[config.mk]
export PLATFORM = sky130hd
export DESIGN_NAME = arm_merge
export DESIGN_NICKNAME = d
export VERILOG_FILES = /design/src/sv/arm_pkg.sv /design/src/sv/arm_merge.sv
export SDC_FILE = /design/constraint.sdc
export NUM_CORES = 2
export LEC_CHECK = 0
export ABC_CLOCK_PERIOD_IN_PS = 17600
export BUFFER_PORTS_ARGS = -buffer_cell sky130_fd_sc_hd__buf_2
export CAP_MARGIN = 20
export CORE_MARGIN = 2
export CORE_UTILIZATION = 60
export CTS_CLUSTER_SIZE = 24
export DETAILED_ROUTE_END_ITERATION = 10
export PLACE_DENSITY = 0.78
export SLEW_MARGIN = 10
export SYNTH_ARGS = -nofsm -noshare
export SYNTH_HDL_FRONTEND = slang
export SYNTH_SLANG_ARGS = --single-unit
[constraint.sdc]
create_clock -name aclk -period 17.6 [get_ports aclk]
set_input_delay 1.76 -clock aclk [delete_from_list [all_inputs] [get_ports aclk]]
set_output_delay 1.76 -clock aclk [all_outputs]
set_load 0.01 [all_outputs]
[src/sv/arm_pkg.sv]
// Shared types and constants for the latitude/longitude rotation matrix core.
// No dependencies; imported by arm_lane, arm_merge and the top level.
package arm_pkg;

    // Quarter wave angle scale: pi/2 in Q30 radians.
    localparam logic [30:0] HALF_PI_Q30 = 31'd1686629713;
    localparam logic [30:0] ONE_Q30     = 31'd1073741824;

    // Number of series update steps; cosine uses all of them, sine one fewer.
    localparam int NSTEP = 7;

    // Divisors n(n+1) of the cosine and sine term recurrences, one per step.
    localparam int COS_DIV [NSTEP]   = '{2, 12, 30, 56, 90, 132, 182};
    localparam int SIN_DIV [NSTEP-1] = '{6, 20, 42, 72, 110, 156};

    // Pipeline depths: three setup stages, three per step, one output map.
    localparam int LANE_LAT  = 3 + 3 * NSTEP + 1;
    localparam int MERGE_LAT = 2;
    localparam int TOT_LAT   = LANE_LAT + MERGE_LAT;

    localparam int IN_W  = 32;
    localparam int OUT_W = 128;

    // Running state of one series evaluation between steps.
    typedef struct packed {
        logic        [30:0] ct;
        logic        [30:0] st;
        logic signed [33:0] csum;
        logic signed [33:0] ssum;
        logic        [31:0] x2;
    } term_t;

endpackage

[src/sv/arm_merge.sv]
// Merging stage: forms the four rounded cross products and packs the result.
// Depends on arm_pkg for the result width.
module arm_merge (
    input  logic                   aclk,
    input  logic                   en,
    input  logic signed [15:0]     sin_b,
    input  logic signed [15:0]     cos_b,
    input  logic signed [15:0]     sin_l,
    input  logic signed [15:0]     cos_l,
    output logic [arm_pkg::OUT_W-1:0] data_o
);
    import arm_pkg::*;

    logic signed [31:0] p_reg [4];
    logic signed [15:0] v_reg [4];
    logic [OUT_W-1:0]   data_reg;
    logic signed [31:0] rnd [4];

    // Products, registered before rounding.
    always_ff @(posedge aclk) begin
        if (en) begin
            p_reg[0] <= cos_b * cos_l;
            p_reg[1] <= cos_b * sin_l;
            p_reg[2] <= sin_b * cos_l;
            p_reg[3] <= sin_b * sin_l;
            v_reg[0] <= sin_b;
            v_reg[1] <= cos_b;
            v_reg[2] <= sin_l;
            v_reg[3] <= cos_l;
        end
    end

    // Round to nearest, halves upward.
    always_comb begin
        for (int k = 0; k < 4; k++) begin
            rnd[k] = (p_reg[k] + 32'sd8192) >>> 14;
        end
    end

    always_ff @(posedge aclk) begin
        if (en) begin
            data_reg <= {v_reg[3], v_reg[2], v_reg[1], v_reg[0],
                         rnd[3][15:0], rnd[2][15:0], rnd[1][15:0], rnd[0][15:0]};
        end
    end

    assign data_o = data_reg;

endmodule

==> impl_metrics.py <==
metrics = {
    "status": {
        "status": "completed",
    },
    "synthesis": {
        "syn_inst": 4431,
        "synth.top_cell.area_share": 0.439,
        "synth_area_leaders": "fa_1, edfxtp_1, inv_1",
        "yosysTopAreaCell": "fa_1",
        "synth_cell_types": 48,
        "synth_commonest_cells": "inv_1, fa_1, nand2_1",
        "synth-seq-cells": 260,
        "synth_seq_area_share": 0.173,
        "syn_area_per_cell_sq_um": 10.2,
        "synth_async_sr_flop_share": 0,
        "synth_edf_count": 260,
        "synth.most_common_cell": "inv_1",
        "syn_area_sq_mm": 0.0450,
        "synth_nets": 5793,
        "yosys_warnings": 0,
        "yosys_most_used_dff": "edfxtp_1",
    },
    "sta": {
        "skew_ns": 0.0260,
        "post-route-min-period_ns": 7.95,
        "fmax_mhz": 126,
        "rsz0062_at_grt": "false",
        "finalHoldViolCount": 0,
        "setup_viol": 0,
        "worst-slew-pin-transition_ns": 1.01,
        "finalCritPeriodShare": 0.452,
        "relSlewSlack": 0.321,
        "fin_tns_setup_ns": 0,
        "final_max_slew_viol_count": 0,
    },
    "drt": {
        "drt-total-wl_um": 101000,
        "vias": 29600,
        "top_layer_used": "met5",
        "wl_met1_um": 40200,
        "dr_wl_met3_um": 7430,
        "drtIter0Drc": 1680,
        "final_antenna_net_count": 0,
        "route.detailed.drc": 0,
        "met2WireLength_um": 50000,
        "drtPass1Iterations": 7,
        "post_drt_wl_per_cell_um": 18.4,
        "viasPerCell": 5.41,
    },
    "cts": {
        "cts_setup_buffers": 0,
        "cts_buffers": 31,
        "h-tree-depth": 1,
        "insertion_delay_ns": 0.63,
        "cts-resized-gates": 0,
        "clkTransAtPathRegs_ns": 0.06,
        "cts_sinks": 260,
        "cts_buffer_depth": 3,
        "root_buffer": "clkbuf_16",
        "cts_hold_buffers": 0,
        "cts_tree": "built",
    },
    "setup_path": {
        "cp_max_fo": 20,
        "cp-startpoint": "sin_l[15]",
        "cp.required_ns": 17.96,
        "crit_path_end_kind": "flip-flop",
        "critPathKind": "in2reg",
        "worstReg2RegStart": "p_reg[2][15]",
        "startpoint_type": "input pin",
        "critPathArrivalTime_ns": 8.32,
    },
    "hold_path": {
        "hold_class": "reg2reg",
        "hold_start": "v_reg[1][4]",
    },
    "finish": {
        "antenna_cells": 0,
        "fin_cells": 5477,
        "final_nets": 5846,
        "fill_cells": 5858,
        "multi_input_area_sq_mm": 0.0322,
        "seq_area_sq_mm": 0.00781,
        "drive_gt1_frac": 0.0594,
        "largest_reg_flops": 128,
        "area_growth_pct": 5.75,
    },
    "grt": {
        "grt_max_degree": 115,
        "track_usage": 0.280,
        "overflow": 0,
        "grt_pass1_vias": 32800,
        "grt_pass1_wl_um": 170000,
        "antenna_found_initial": 1,
    },
    "placement": {
        "port_buffers": 193,
        "gp_congestion": 0.868,
        "dp.cells": 5420,
        "dp_hpwl_um": 73200,
    },
    "floorplan": {
        "ios": 194,
        "dieArea_sq_mm": 0.0773,
        "core_area_sq_mm": 0.0744,
        "die_y_um": 278,
        "die_w_um": 278,
        "num_rows": 100,
        "start_util": 0.605,
    },
    "job": {
        "cap_violations": 0,
    },
}
==> stage by stage <==
stage | utilization | instance area, sq um | setup slack [ns] | hold slack [ns]
2_1_floorplan | - | 45000 | 9.86 | 0.400
4_1_cts | 0.640 | 47600 | 9.67 | 0.413
3_3_place_gp | 0.627 | 46700 | 9.30 | 0.400
6_report | 0.640 | 47600 | 9.65 | 0.412
3_5_place_dp | 0.627 | 46700 | 9.02 | 0.405
5_1_grt | 0.640 | 47600 | 9.28 | 0.414
==> cells by family after synthesis <==
group	count (synthesis)	share of synthesized area
adders and majority gates	1296	0.525
AOI/OAI and AO/OA	138	0.0204
buffers and inverters	1330	0.111
DFF	260	0.173
xor gates and xnor gates	179	0.0348
and+or+nand+nor	1228	0.136
==> routing by layer <==
| layer | up-vias | global-route usage |
|---|---|---|
| met2 | 1044 | 0.474 |
| met1 | 15300 | 0.372 |
| met4 | 4 | 0.0894 |
| li1 | 13000 | - |
| met5 | - | 0 |
| met3 | 233 | 0.0453 |
==> cell type report <==
type                    count  area share
clock buffers              34      0.0165
clock inverters            23     0.00423
inverters                1140      0.0898
multi-input cells        2841       0.677
flip-flops and latches    260       0.164
well taps                 969      0.0254
repair buffers            210      0.0232
==> final timing paths <==
check / end / slack [ns] / cells after the start
worst max register to register: data_o[46] / 15.63 / 6
worst max-delay path: p_reg[1][27] / 9.65 / 21
worst min-delay path: data_o[84] / 0.41 / 0
worst min register to register: data_o[84] / 0.41 / 0
==> layout by cell type (no fill, tap or decap), drive strengths merged, types with 2 or more instances in the layout <==
| cell type | synthesis | layout |
|---|---|---|
| and2 | 486 | 486 |
| a21oi | 43 | 43 |
| o21bai | 2 | 2 |
| fa | 988 | 988 |
| edfxtp | 260 | 260 |
| a221oi | 3 | 3 |
| nor2b | 14 | 14 |
| nand3 | 44 | 44 |
| nor3 | 19 | 19 |
| and3 | 20 | 20 |
| and4 | 3 | 3 |
| buf | 0 | 210 |
| or3 | 3 | 3 |
| nand4 | 17 | 17 |
| clkbuf | 190 | 34 |
| a211oi | 8 | 8 |
| clkinv | 2 | 14 |
| xnor2 | 138 | 138 |
| o211ai | 4 | 4 |
| xor2 | 41 | 41 |
| inv | 1138 | 1144 |
| o21ai | 26 | 26 |
| clkinvlp | 0 | 3 |
| nor2 | 96 | 96 |
| o21a | 12 | 12 |
| ha | 308 | 308 |
| nand2b | 27 | 27 |
| bufinv | 0 | 2 |
| o221a | 2 | 2 |
| a21o | 20 | 20 |
| a211o | 2 | 2 |
| a31o | 2 | 2 |
| nand2 | 497 | 497 |
| a31oi | 2 | 2 |
==> worst max-delay path, cell delays in order <==
cell	delay, ns
buf_2	0.28
clkinv_1	0.76
nor2_1	0.39
fa_1	0.48
fa_1	0.51
fa_1	0.43
fa_1	0.46
fa_1	0.49
inv_1	0.05
fa_1	0.47
inv_1	0.04
ha_1	0.31
inv_1	0.07
o211ai_1	0.19
a211oi_1	0.08
o32ai_1	0.74
nor3_1	0.09
a21oi_1	0.26
a21oi_1	0.15
o21bai_1	0.18
xor2_1	0.10
Power is not shown: default switching activity piles up to over one toggle a cycle in this logic, so the estimate is an artifact.
